<file path="config.mk">
export PLATFORM = sky130hd
export DESIGN_NAME = pump_pwm_ramp_with_watchdog
export DESIGN_NICKNAME = d
export VERILOG_FILES = /design/src/rtl/ppr_pkg.sv /design/src/rtl/ppr_chan.sv /design/src/rtl/pump_pwm_ramp_with_watchdog.sv
export SDC_FILE = /design/constraint.sdc
export NUM_CORES = 1
export LEC_CHECK = 0
export ABC_AREA = 1
export BUFFER_PORTS_ARGS = -buffer_cell sky130_fd_sc_hd__buf_2
export CELL_PAD_IN_SITES_DETAIL_PLACEMENT = 0
export CELL_PAD_IN_SITES_GLOBAL_PLACEMENT = 1
export CORE_MARGIN = 2
export CORE_UTILIZATION = 30
export DETAILED_ROUTE_END_ITERATION = 8
export GPL_TIMING_DRIVEN = 0
export PLACE_DENSITY = 0.6
export RECOVER_POWER = 100
export SLEW_MARGIN = 25
export SYNTH_ARGS = -nofsm -noshare
export SYNTH_HDL_FRONTEND = slang
export SYNTH_SLANG_ARGS = --single-unit
</file>
<file path="constraint.sdc">
create_clock -name aclk -period 12.2 [get_ports aclk]
set_input_delay 0.61 -clock aclk [delete_from_list [all_inputs] [get_ports aclk]]
set_output_delay 0.61 -clock aclk [all_outputs]
set_load 0.005 [all_outputs]
</file>
<file path="src/rtl/ppr_pkg.sv">
// Shared types and constants for the pump PWM ramp block.
// Used by ppr_chan and pump_pwm_ramp_with_watchdog; depends on nothing.
`default_nettype none

package ppr_pkg;

    localparam int PWM_W      = 8;
    localparam int FRAC_W     = 17;
    localparam int STEP_CNT_W = 10;
    localparam int WD_CNT_W   = 13;
    localparam int LED_W      = 11;
    localparam int CFG_IDX_W  = 3;
    localparam int CFG_DATA_W = 13;
    localparam int PROD_W     = PWM_W + FRAC_W - 1;

    localparam int S_TDATA_W = ((2 * FRAC_W + 7) / 8) * 8;
    localparam int M_TDATA_W = ((2 * PWM_W + 1 + 7) / 8) * 8;

    localparam logic [FRAC_W-1:0] FRAC_ONE = FRAC_W'(65536);

    localparam logic [STEP_CNT_W-1:0] STEP_CNT_MAX = '1;
    localparam logic [WD_CNT_W-1:0]   WD_CNT_MAX   = '1;

    // register indexes on the configuration port
    localparam logic [CFG_IDX_W-1:0] CFG_PWM_LOW     = 3'd0;
    localparam logic [CFG_IDX_W-1:0] CFG_PWM_HIGH    = 3'd1;
    localparam logic [CFG_IDX_W-1:0] CFG_STEP_LIMIT  = 3'd2;
    localparam logic [CFG_IDX_W-1:0] CFG_RAMP_PERIOD = 3'd3;
    localparam logic [CFG_IDX_W-1:0] CFG_WATCHDOG    = 3'd4;
    localparam logic [CFG_IDX_W-1:0] CFG_LED_HOLD    = 3'd5;

    // input kinds carried in s_tuser
    localparam logic CMD_SETPOINT = 1'b0;
    localparam logic CMD_TICK     = 1'b1;

    localparam logic [PWM_W-1:0]      RST_PWM_LOW     = 8'd128;
    localparam logic [PWM_W-1:0]      RST_PWM_HIGH    = 8'd250;
    localparam logic [PWM_W-1:0]      RST_STEP_LIMIT  = 8'd5;
    localparam logic [STEP_CNT_W-1:0] RST_RAMP_PERIOD = 10'd100;
    localparam logic [WD_CNT_W-1:0]   RST_WATCHDOG    = 13'd4000;
    localparam logic [LED_W-1:0]      RST_LED_HOLD    = 11'd1000;
    localparam logic [PWM_W-1:0]      RST_STOP        = PWM_W'((128 + 250) / 2);

    typedef struct packed {
        logic [PWM_W-1:0]      pwm_low;
        logic [PWM_W-1:0]      pwm_high;
        logic [PWM_W-1:0]      step_limit;
        logic [STEP_CNT_W-1:0] ramp_period;
        logic [WD_CNT_W-1:0]   watchdog;
        logic [LED_W-1:0]      led_hold;
    } cfg_t;

    // per-item control shared by both channels
    typedef struct packed {
        logic             is_cmd;
        logic             snap;
        logic             step;
        logic [PWM_W-1:0] stop_val;
    } chan_ctl_t;

endpackage

`default_nettype wire

</file>
<file path="src/rtl/ppr_chan.sv">
// One pump channel: fraction-to-duty mapping, watchdog snap, ramp step, clamp.
// Purely combinational; depends on ppr_pkg.
`default_nettype none

module ppr_chan import ppr_pkg::*; (
    input  cfg_t                cfg,
    input  chan_ctl_t           ctl,
    input  logic [FRAC_W-1:0]   frac,
    input  logic [PWM_W-1:0]    target_q,
    input  logic [PWM_W-1:0]    drive_q,
    output logic [PWM_W-1:0]    target_cmd,
    output logic [PWM_W-1:0]    target_tick,
    output logic [PWM_W-1:0]    drive_d,
    output logic [PWM_W-1:0]    pwm
);

    logic [FRAC_W-1:0] frac_sat;
    logic              hi_ge_lo;
    logic [PWM_W-1:0]  span;
    logic [PROD_W-1:0] prod;
    logic [PWM_W-1:0]  offs;
    logic [PWM_W-1:0]  d_snap;
    logic [PWM_W-1:0]  diff;
    logic [PWM_W-1:0]  move;
    logic [PWM_W-1:0]  ramped;
    logic              up;

    assign frac_sat = (frac > FRAC_ONE) ? FRAC_ONE : frac;
    assign hi_ge_lo = cfg.pwm_high >= cfg.pwm_low;
    assign span     = hi_ge_lo ? (cfg.pwm_high - cfg.pwm_low) : (cfg.pwm_low - cfg.pwm_high);
    assign prod     = PROD_W'(span) * PROD_W'(frac_sat);
    assign offs     = prod[PROD_W-1:FRAC_W-1];

    // negative span maps downward from pwm_low
    assign target_cmd = hi_ge_lo ? (cfg.pwm_low + offs) : (cfg.pwm_low - offs);

    assign target_tick = ctl.snap ? ctl.stop_val : target_q;
    assign d_snap      = ctl.snap ? ctl.stop_val : drive_q;

    assign up     = target_tick >= d_snap;
    assign diff   = up ? (target_tick - d_snap) : (d_snap - target_tick);
    assign move   = (diff > cfg.step_limit) ? cfg.step_limit : diff;
    assign ramped = up ? (d_snap + move) : (d_snap - move);

    always_comb begin
        if (ctl.is_cmd) begin
            drive_d = drive_q;
        end else if (ctl.step) begin
            drive_d = ramped;
        end else begin
            drive_d = d_snap;
        end
    end

    // upper bound is tested first
    always_comb begin
        if (drive_d > cfg.pwm_high) begin
            pwm = cfg.pwm_high;
        end else if (drive_d < cfg.pwm_low) begin
            pwm = cfg.pwm_low;
        end else begin
            pwm = drive_d;
        end
    end

endmodule

`default_nettype wire

</file>
<file path="src/rtl/pump_pwm_ramp_with_watchdog.sv">
// Top level of the two-channel pump PWM ramp with communication watchdog.
// Depends on ppr_pkg and ppr_chan.
//
// Each request is either a setpoint command (s_tuser = 0, two Q1.16 demand
// fractions in s_tdata) or one elapsed millisecond (s_tuser = 1). Every request
// yields exactly one result with both clamped duties and the sync LED state.
// A request is held in an input register and is processed from there into the
// result register once the result slot is free or is being taken, and a new
// request is taken every clock while the result side keeps up; the input
// register takes one more request while a result waits. Configuration
// registers are written through cfg_wr_en/cfg_index/cfg_wdata and should only
// change while no request is in flight.
`default_nettype none

module pump_pwm_ramp_with_watchdog import ppr_pkg::*; (
    input  logic                    aclk,
    input  logic                    aresetn,
    input  logic                    s_tvalid,
    output logic                    s_tready,
    input  logic [S_TDATA_W-1:0]    s_tdata,    // pump_a_fraction[16:0], pump_b_fraction[33:17]
    input  logic                    s_tuser,    // cmd
    output logic                    m_tvalid,
    input  logic                    m_tready,
    output logic [M_TDATA_W-1:0]    m_tdata,    // pwm_a[7:0], pwm_b[15:8], sync_led[16]
    input  logic                    cfg_wr_en,
    input  logic [CFG_IDX_W-1:0]    cfg_index,
    input  logic [CFG_DATA_W-1:0]   cfg_wdata
);

    cfg_t                  cfg_reg;
    logic                  in_valid_reg;
    logic                  in_cmd_reg;
    logic [FRAC_W-1:0]     in_frac_a_reg;
    logic [FRAC_W-1:0]     in_frac_b_reg;
    logic [PWM_W-1:0]      target_a_reg, target_a_next;
    logic [PWM_W-1:0]      target_b_reg, target_b_next;
    logic [PWM_W-1:0]      drive_a_reg, drive_a_next;
    logic [PWM_W-1:0]      drive_b_reg, drive_b_next;
    logic [WD_CNT_W-1:0]   since_cmd_reg, since_cmd_next;
    logic [STEP_CNT_W-1:0] since_step_reg, since_step_next;
    logic [LED_W-1:0]      led_reg, led_next;
    logic                  m_valid_reg;
    logic [M_TDATA_W-1:0]  m_data_reg;

    logic                  s_fire;
    logic                  fire;
    logic                  is_cmd;
    logic [WD_CNT_W-1:0]   since_cmd_inc;
    logic [STEP_CNT_W-1:0] since_step_inc;
    logic [PWM_W:0]        stop_sum;
    chan_ctl_t             ctl;
    logic [PWM_W-1:0]      tgt_cmd_a, tgt_cmd_b, tgt_tick_a, tgt_tick_b;
    logic [PWM_W-1:0]      pwm_a, pwm_b;
    logic                  changed;

    // advance the held request when the result slot is free or being taken
    assign fire     = in_valid_reg && (!m_valid_reg || m_tready);
    assign s_tready = !in_valid_reg || fire;
    assign s_fire   = s_tvalid && s_tready;
    assign m_tvalid = m_valid_reg;
    assign m_tdata  = m_data_reg;

    assign is_cmd         = in_cmd_reg == CMD_SETPOINT;
    assign since_cmd_inc  = (since_cmd_reg == WD_CNT_MAX) ? since_cmd_reg : since_cmd_reg + 1'b1;
    assign since_step_inc = (since_step_reg == STEP_CNT_MAX) ?
                            since_step_reg : since_step_reg + 1'b1;
    assign stop_sum       = {1'b0, cfg_reg.pwm_low} + {1'b0, cfg_reg.pwm_high};

    assign ctl.is_cmd   = is_cmd;
    assign ctl.snap     = since_cmd_inc >= cfg_reg.watchdog;
    assign ctl.step     = since_step_inc >= cfg_reg.ramp_period;
    assign ctl.stop_val = stop_sum[PWM_W:1];

    ppr_chan u_chan_a (
        .cfg         (cfg_reg),
        .ctl         (ctl),
        .frac        (in_frac_a_reg),
        .target_q    (target_a_reg),
        .drive_q     (drive_a_reg),
        .target_cmd  (tgt_cmd_a),
        .target_tick (tgt_tick_a),
        .drive_d     (drive_a_next),
        .pwm         (pwm_a)
    );

    ppr_chan u_chan_b (
        .cfg         (cfg_reg),
        .ctl         (ctl),
        .frac        (in_frac_b_reg),
        .target_q    (target_b_reg),
        .drive_q     (drive_b_reg),
        .target_cmd  (tgt_cmd_b),
        .target_tick (tgt_tick_b),
        .drive_d     (drive_b_next),
        .pwm         (pwm_b)
    );

    assign changed = (tgt_cmd_a != target_a_reg) || (tgt_cmd_b != target_b_reg);

    always_comb begin
        if (is_cmd) begin
            target_a_next   = changed ? tgt_cmd_a : target_a_reg;
            target_b_next   = changed ? tgt_cmd_b : target_b_reg;
            led_next        = changed ? cfg_reg.led_hold : led_reg;
            since_cmd_next  = '0;
            since_step_next = since_step_reg;
        end else begin
            target_a_next   = tgt_tick_a;
            target_b_next   = tgt_tick_b;
            led_next        = (led_reg != '0) ? led_reg - 1'b1 : led_reg;
            since_cmd_next  = since_cmd_inc;
            since_step_next = ctl.step ? '0 : since_step_inc;
        end
    end

    always_ff @(posedge aclk) begin
        if (!aresetn) begin
            cfg_reg.pwm_low     <= RST_PWM_LOW;
            cfg_reg.pwm_high    <= RST_PWM_HIGH;
            cfg_reg.step_limit  <= RST_STEP_LIMIT;
            cfg_reg.ramp_period <= RST_RAMP_PERIOD;
            cfg_reg.watchdog    <= RST_WATCHDOG;
            cfg_reg.led_hold    <= RST_LED_HOLD;
        end else if (cfg_wr_en) begin
            unique case (cfg_index)
                CFG_PWM_LOW:     cfg_reg.pwm_low     <= cfg_wdata[PWM_W-1:0];
                CFG_PWM_HIGH:    cfg_reg.pwm_high    <= cfg_wdata[PWM_W-1:0];
                CFG_STEP_LIMIT:  cfg_reg.step_limit  <= cfg_wdata[PWM_W-1:0];
                CFG_RAMP_PERIOD: cfg_reg.ramp_period <= cfg_wdata[STEP_CNT_W-1:0];
                CFG_WATCHDOG:    cfg_reg.watchdog    <= cfg_wdata[WD_CNT_W-1:0];
                CFG_LED_HOLD:    cfg_reg.led_hold    <= cfg_wdata[LED_W-1:0];
                default: ;
            endcase
        end
    end

    always_ff @(posedge aclk) begin
        if (!aresetn) begin
            in_valid_reg <= 1'b0;
        end else if (s_fire) begin
            in_valid_reg <= 1'b1;
        end else if (fire) begin
            in_valid_reg <= 1'b0;
        end
    end

    always_ff @(posedge aclk) begin
        if (s_fire) begin
            in_cmd_reg    <= s_tuser;
            in_frac_a_reg <= s_tdata[FRAC_W-1:0];
            in_frac_b_reg <= s_tdata[2*FRAC_W-1:FRAC_W];
        end
    end

    always_ff @(posedge aclk) begin
        if (!aresetn) begin
            target_a_reg   <= RST_STOP;
            target_b_reg   <= RST_STOP;
            drive_a_reg    <= RST_STOP;
            drive_b_reg    <= RST_STOP;
            since_cmd_reg  <= '0;
            since_step_reg <= '0;
            led_reg        <= '0;
        end else if (fire) begin
            target_a_reg   <= target_a_next;
            target_b_reg   <= target_b_next;
            drive_a_reg    <= drive_a_next;
            drive_b_reg    <= drive_b_next;
            since_cmd_reg  <= since_cmd_next;
            since_step_reg <= since_step_next;
            led_reg        <= led_next;
        end
    end

    always_ff @(posedge aclk) begin
        if (!aresetn) begin
            m_valid_reg <= 1'b0;
        end else if (fire) begin
            m_valid_reg <= 1'b1;
        end else if (m_tready) begin
            m_valid_reg <= 1'b0;
        end
    end

    always_ff @(posedge aclk) begin
        if (fire) begin
            m_data_reg <= M_TDATA_W'({(led_next != '0), pwm_b, pwm_a});
        end
    end

    // a held request stays until it is processed
    a_hold_input: assert property (@(posedge aclk) disable iff (!aresetn)
        (in_valid_reg && !fire) |=> in_valid_reg)
        else $error("held request lost before processing");

    a_result_follows: assert property (@(posedge aclk) disable iff (!aresetn)
        fire |=> m_valid_reg)
        else $error("processed request produced no result");

    a_cmd_clears_wd: assert property (@(posedge aclk) disable iff (!aresetn)
        (fire && is_cmd) |=> (since_cmd_reg == '0))
        else $error("watchdog count not restarted by command");

    a_led_stays_off: assert property (@(posedge aclk) disable iff (!aresetn)
        (fire && !is_cmd && led_reg == '0) |=> (led_reg == '0))
        else $error("sync LED lit by a tick");

endmodule

`default_nettype wire

</file>
---- Word-level counts from Yosys, hierarchy flattened ----
Index checks and enable logic that the tools add are counted.
word-level totals
  register bits after elaboration ......... 178
  input port bits ......................... 62
  logic and storage cells ................. 120
cells by class
  $add $sub $neg .......................... 18
  multipliers ............................. 2
  order comparisons ....................... 13
  eq/ne operators ......................... 9
  multiplexer cells ....................... 38
  reduce and logical (&&, ||, !) cells .... 21
operator list
  kind                   count
  $mux 8                 25
  $sub 8x8->8            10
  $mul 8x17->24          2
  $gt 17x17->1 const B   2
  $mux 17                2
  $mux 11                3
  $add 8x8->8            4
  $gt 8x8->1             4
  $mux 13                2
  $ge 8x8->1             3
  $reduce_bool 11->1     2
  $mux 10                2
  $lt 8x8->1             2
  $ne 8x8->1             2
  $reduce_and 2->1       8
  $add 13x1->13 const B  1
  $eq 13x13->1 const B   1
  $ge 13x13->1           1
  $sub 11x1->11 const B  1
  $add 10x1->10 const B  1
  $eq 10x10->1 const B   1
  $ge 10x10->1           1
  $add 8x8->9            1
  $eq 3x2->1 const B     2
  8 further kinds        18

---- Longest topological paths before layout ----
  depth after elaboration ................. 15
  mapped depth ............................ 74

---- Cells and area by module ----
Synthesis repeated with hierarchy kept, for this count alone.
second synthesis, totals
  cell total of the unflattened synthesis .. 3519
  area, all modules ....................... 24390.9 µm²
modules (own cells, without submodules)
  module                       instances  cells each  area an instance (µm²)
  pump_pwm_ramp_with_watchdog  1          1057        8493.1
  ppr_chan (u_chan_a)          1          1232        7988.9
  ppr_chan (u_chan_b)          1          1230        7908.8

---- Worst setup path before layout ----
Ideal clock, no wire load.
  path type ............................... reg-to-reg
  from .................................... reg since_cmd_reg[0]
  to ...................................... reg m_data_reg[9] (netlist: m_tdata[9]) (data pin)
  library setup time ...................... 0.264 ns
  data arrival time ....................... 9.272 ns
  data required time ...................... 11.936 ns
  path slack .............................. 2.663 ns
  cell stages (with the launch flop) ...... 69
  buffers on the path ..................... 3
  period minus slack after synthesis ...... 9.537 ns
  cells stage by stage .................... dfxtp_1 > ha_1 > nand4_1 > nor2_1 > inv_1 > nor2_1 > inv_1 > nor2_1 > inv_1 > nor2_1 > nor2_1 > nand4_1 > nor4_1 > xor2_1 > ha_1 > nand4_1 > or4_1 > nand3_1 > [33 not listed] > nand2_1 > nand2_1 > a21oi_1 > xnor2_1 > nand3b_1 > nand3_1 > nand2_1 > nand2_1 > nand2_1 > nand2_1 > ha_1 > nand2_1 > nor2_1 > a211oi_1 > nand2_1 > clkbuf_1 > o21ai_0 > o22ai_1
on the way
  word-level cells in the longest chain between the ends .. 15
ends and longest elaborated chain
  item                                           RTL line                            source
  from (decl)                                    pump_pwm_ramp_with_watchdog.sv:39   logic [WD_CNT_W-1:0] since_cmd_reg, since_cmd_next;
  from (signal assigned)                         pump_pwm_ramp_with_watchdog.sv:169  since_cmd_reg <= since_cmd_next;
  $add 13x1->13 or $eq 13x13->1 (tied branches)  pump_pwm_ramp_with_watchdog.sv:64   assign since_cmd_inc = (since_cmd_reg == WD_CNT_MAX) ? since_cmd_reg : since_cmd_reg + 1'b1;
  $mux 13 (*)                                    pump_pwm_ramp_with_watchdog.sv:64
  $ge 13x13->1 (*)                               pump_pwm_ramp_with_watchdog.sv:70   assign ctl.snap = since_cmd_inc >= cfg_reg.watchdog;
  $mux 8, on equally long branches               ppr_chan.sv:38, ppr_chan.sv:37
  $sub 8x8->8 or $ge 8x8->1 (tied branches)      ppr_chan.sv:41, ppr_chan.sv:40
  $mux 8                                         ppr_chan.sv:41                      assign diff = up ? (target_tick - d_snap) : (d_snap - target_tick);
  $gt 8x8->1                                     ppr_chan.sv:42                      assign move = (diff > cfg.step_limit) ? cfg.step_limit : diff;
  $mux 8                                         ppr_chan.sv:42
  $sub 8x8->8 or $add 8x8->8 (tied branches)     ppr_chan.sv:43                      assign ramped = up ? (d_snap + move) : (d_snap - move);
  $mux 8                                         ppr_chan.sv:43
  $mux 8 (*)                                     ppr_chan.sv:48                      end else if (ctl.step) begin
  $mux 8 (*)                                     ppr_chan.sv:46                      if (ctl.is_cmd) begin
  via drive_b_next[7]                            pump_pwm_ramp_with_watchdog.sv:38   logic [PWM_W-1:0] drive_b_reg, drive_b_next;
  $lt 8x8->1                                     ppr_chan.sv:59                      end else if (drive_d < cfg.pwm_low) begin
  $mux 8                                         ppr_chan.sv:59
  $mux 8 (*)                                     ppr_chan.sv:57                      if (drive_d > cfg.pwm_high) begin
  via pwm_b[1]                                   pump_pwm_ramp_with_watchdog.sv:53   logic [PWM_W-1:0] pwm_a, pwm_b;
  to (signal assigned)                           pump_pwm_ramp_with_watchdog.sv:187  m_data_reg <= M_TDATA_W'({(led_next != '0), pwm_b, pwm_a});
  to (decl)                                      pump_pwm_ramp_with_watchdog.sv:43   logic [M_TDATA_W-1:0] m_data_reg;
Mark *: on every way through the listed nets, which the timed path passes. The rest lies on a longest branch.
A chain may end at the register's enable or synchronous reset.

---- Worst setup path after layout ----
Same ends and word-level chain as after synthesis.

==> impl_metrics.toml <==
[logic_synthesis]
synth_area_sq_um = 22240
post_synth_inst_count = 3077
netlist.top_cell.by_area = "fa_1"
ys_top_cells_by_area = "fa_1, ha_1, dfxtp_1"
yosysWarnings = 0
synth-edff-count = 52
ys.flop_type = "dfxtp_1"
netlist-cell-type-count = 57
synthArstFlopShare = 0
synth-seq-area-share = 0.1836
ys_ff_latch = 178
yosys.area.top_type_share = 0.1683
syn_avg_cell_area_sq_um = 7.227

[worst_setup_path]
crit_type = "reg2reg"
critical-path-max-stage-delay_ps = 560
end_kind = "flop"
worst_setup_path_start_kind = "flop"
rr_worst_depth = 62
critical_path_peak_fanout = 10
slowest_stage = "or4_1"
worst-endpoint-arrival_ps = 11480
crit_path_frequent_cell = "inv_1"
crit_required_ps = 12430

[clock_network]
tritoncts = "built"
cts_clk_pin_slew_worst_paths_ps = 90
clock_tree.buffer_depth = 2
cts.sinks = 178
postCtsHoldBufs = 0
cts_root_buf = "clkbuf_16"
clock_insertion_delay_worst_skew_ps = 500
cts_htree_levels = 4
cts_inserted_buffers = 17

[timing]
max_slew.worst_pin.slew_ps = 2214
timing.final.crit_share = 0.9226
hold_viol = 0
finalMaxSlewViolations = 35
timing.clock.skew_ps = 22.85
worst_case_hold_slack_ps = 271.8
min_period_ps = 11260
setup_total_negative_slack_ps = 0
timing.max_slew.rel_slack = -0.4758
timing.final.ws_setup_ps = 943.8
count_of_endpoints_failing_setup_in_the_final_report = 0
grt_setup_unrepaired = "true"
maximum_frequency_from_static_timing_analysis_mhz = 88.84

[floorplan]
core_region_area_sq_um = 73210
die_x_um = 276.3
floorplan.initialDensity = 0.3038
rows = 99
dieHeight_um = 276.3
ioPinCount = 88
dieArea_sq_um = 76320

[routing]
dr.pass1.iters = 5
route.detailed.drc = 0
drt_iter0_drc = 1431
routed_wl_um = 75990
route.vias.total = 20590
wl_per_cell_um = 18.27
viasPerCell = 4.949
drt.antenna.violating_nets = 0

[layout]
drive_gt1_frac = 0.07344
largest_reg_flops = 58
post_layout_nonfiller_instances = 4160
final.fill_count = 7884
flow.area_growth_from_synthesis_pct = 11.24
finalNetCount = 3673

[grt]
grt_max_degree = 35
antenna_violations_before_repair = 1
vias_in_the_first_global_route = 21010
grt_first_pass_wirelength_um = 120200
grt.total_usage = 0.2015
globalRouteOverflowTotal = 0

[pwr]
ir_worst_vdd_mv = 0.1431
leakagePower_uw = 0.01204
power_density_nw_per_um2 = 218.0

[outcome]
run_status = "complete, but fails checks"
failed_checks = "max-capacitance violations, max-slew violations"

[place]
gpl.final_weighted_congestion = 0.9129
hpwl_um = 62760
placedCellCount = 4117
buffer_ports.inserted = 74
dp_slack_ps = -395.7

[min_path]
hold_path_class = "in2reg"
number_of_instances_on_the_worst_hold_path = 1

[run]
drv.max_cap_violation_count = 1
cells in the mapped netlist, types with 3 or more instances:
cell type and instances:
nand2_2 20, nor2_2 5, o211ai_1 36, nor2_1 358
fa_1 187, nand3b_1 4, edfxtp_1 52, dfxtp_1 126
a211oi_1 10, buf_2 4, ha_1 237, xnor2_1 31
a22oi_1 5, nor2_4 3, nand3_1 117, nor3_1 28
nand3_2 10, a21oi_1 231, nand4_1 32, xor2_1 64
buf_1 5, o21ai_0 216, o21bai_1 13, buf_6 6
nor4_1 9, a221oi_1 8, buf_4 12, a21o_1 4
inv_1 575, or2_2 12, inv_2 5, a31oi_1 7
o21a_1 8, o221ai_1 11, nand2_1 514, o21ai_1 11
clkbuf_1 69, o31ai_1 3, o22ai_1 8
layout by cell type (no fill, tap or decap), types with 17 or more instances in the layout:
cell type | synthesis | layout
inv_1 | 575 | 573
nand4_1 | 32 | 32
edfxtp_1 | 52 | 52
clkbuf_1 | 69 | 74
a21oi_1 | 231 | 225
o211ai_1 | 36 | 36
nand2_1 | 514 | 511
buf_4 | 12 | 22
xnor2_1 | 31 | 31
dfxtp_1 | 126 | 125
buf_2 | 4 | 61
fa_1 | 187 | 187
o21ai_1 | 11 | 24
xor2_1 | 64 | 61
ha_1 | 237 | 236
nand3_1 | 117 | 116
nor3_1 | 28 | 28
clkbuf_16 | 0 | 17
nand2_2 | 20 | 23
o21ai_0 | 216 | 189
nor2_1 | 358 | 357
stage by stage:
stage / utilization / instance area, sq um / power, uW
global placement: 0.3255 / 23830 / 4715
CTS: 0.3345 / 24490 / 5379
global route: 0.3379 / 24730 / 6035
finish: 0.3379 / 24740 / 5393
detailed placement: 0.3260 / 23870 / 4737
floorplan: - / 22260 / 3685
metal layers:
metal  part of all wire  track usage
met4              0.011      0.03615
met5                  0            0
met1               0.50       0.2905
met3              0.042      0.02729
met2               0.45       0.3231
power breakdown:
part           internal, uW  switching (uW)  leakage, uW
clock network           281             318     0.000300
logic                  1490            2610       0.0102
registers               658            31.2      0.00153
total                  2430            2960       0.0120
layout make-up:
class / count / area (sq um) / share of cell area
multi-input combinational: 2228 / 15730 / 0.6360
sequential: 178 / 4085 / 0.1651
inverter: 581 / 2185 / 0.08832
tap: 959 / 1200 / 0.04851
buffer: 96 / 491.7 / 0.01988
timing repair buffer: 85 / 427.9 / 0.01730
clock buffer: 17 / 425.4 / 0.01720
clock inverter: 15 / 187.7 / 0.007587
antenna: 1 / 2.502 / 0.0001012
critical path: cells and delay by family, from the launching register on:
| kind | cells | cell delay [ps] |
|---|---|---|
| fa+ha+maj | 7 | 2270 |
| simple gates | 22 | 3060 |
| xor+xnor | 3 | 450 |
| buf+inv | 15 | 1800 |
| flops | 1 | 340 |
| compound gates | 15 | 3040 |
final timing paths:
check | slack, ps | start | endpoint
max | 940 | since_cmd_reg[0] | m_tdata[9]
min | 270 | s_tuser | in_cmd_reg
max reg2reg | 940 | since_cmd_reg[0] | m_tdata[9]
min reg2reg | 470 | cfg_reg[1] | cfg_reg[1]
logic make-up after synthesis:
| group | Yosys count | share of synthesized area |
|---|---|---|
| AO/OA/AOI/OAI | 581 | 0.1458 |
| XOR/XNOR | 96 | 0.03815 |
| adder cells (fa/ha/maj) | 424 | 0.3017 |
| buffers and inverters | 677 | 0.1186 |
| flip-flops | 178 | 0.1836 |
| multiplexers | 2 | 0.0009003 |
| other | 1 | 0.0001686 |
| AND/OR/NAND/NOR | 1118 | 0.2111 |
what timing repair did:
action                                  4_1_cts  5_1_grt
endpoints found under the setup margin       16       44
setup buffers                                 0       10
gates resized for setup                       9       96
pin swaps                                     0        7
Note: power is estimated with default switching activity, not from simulation.
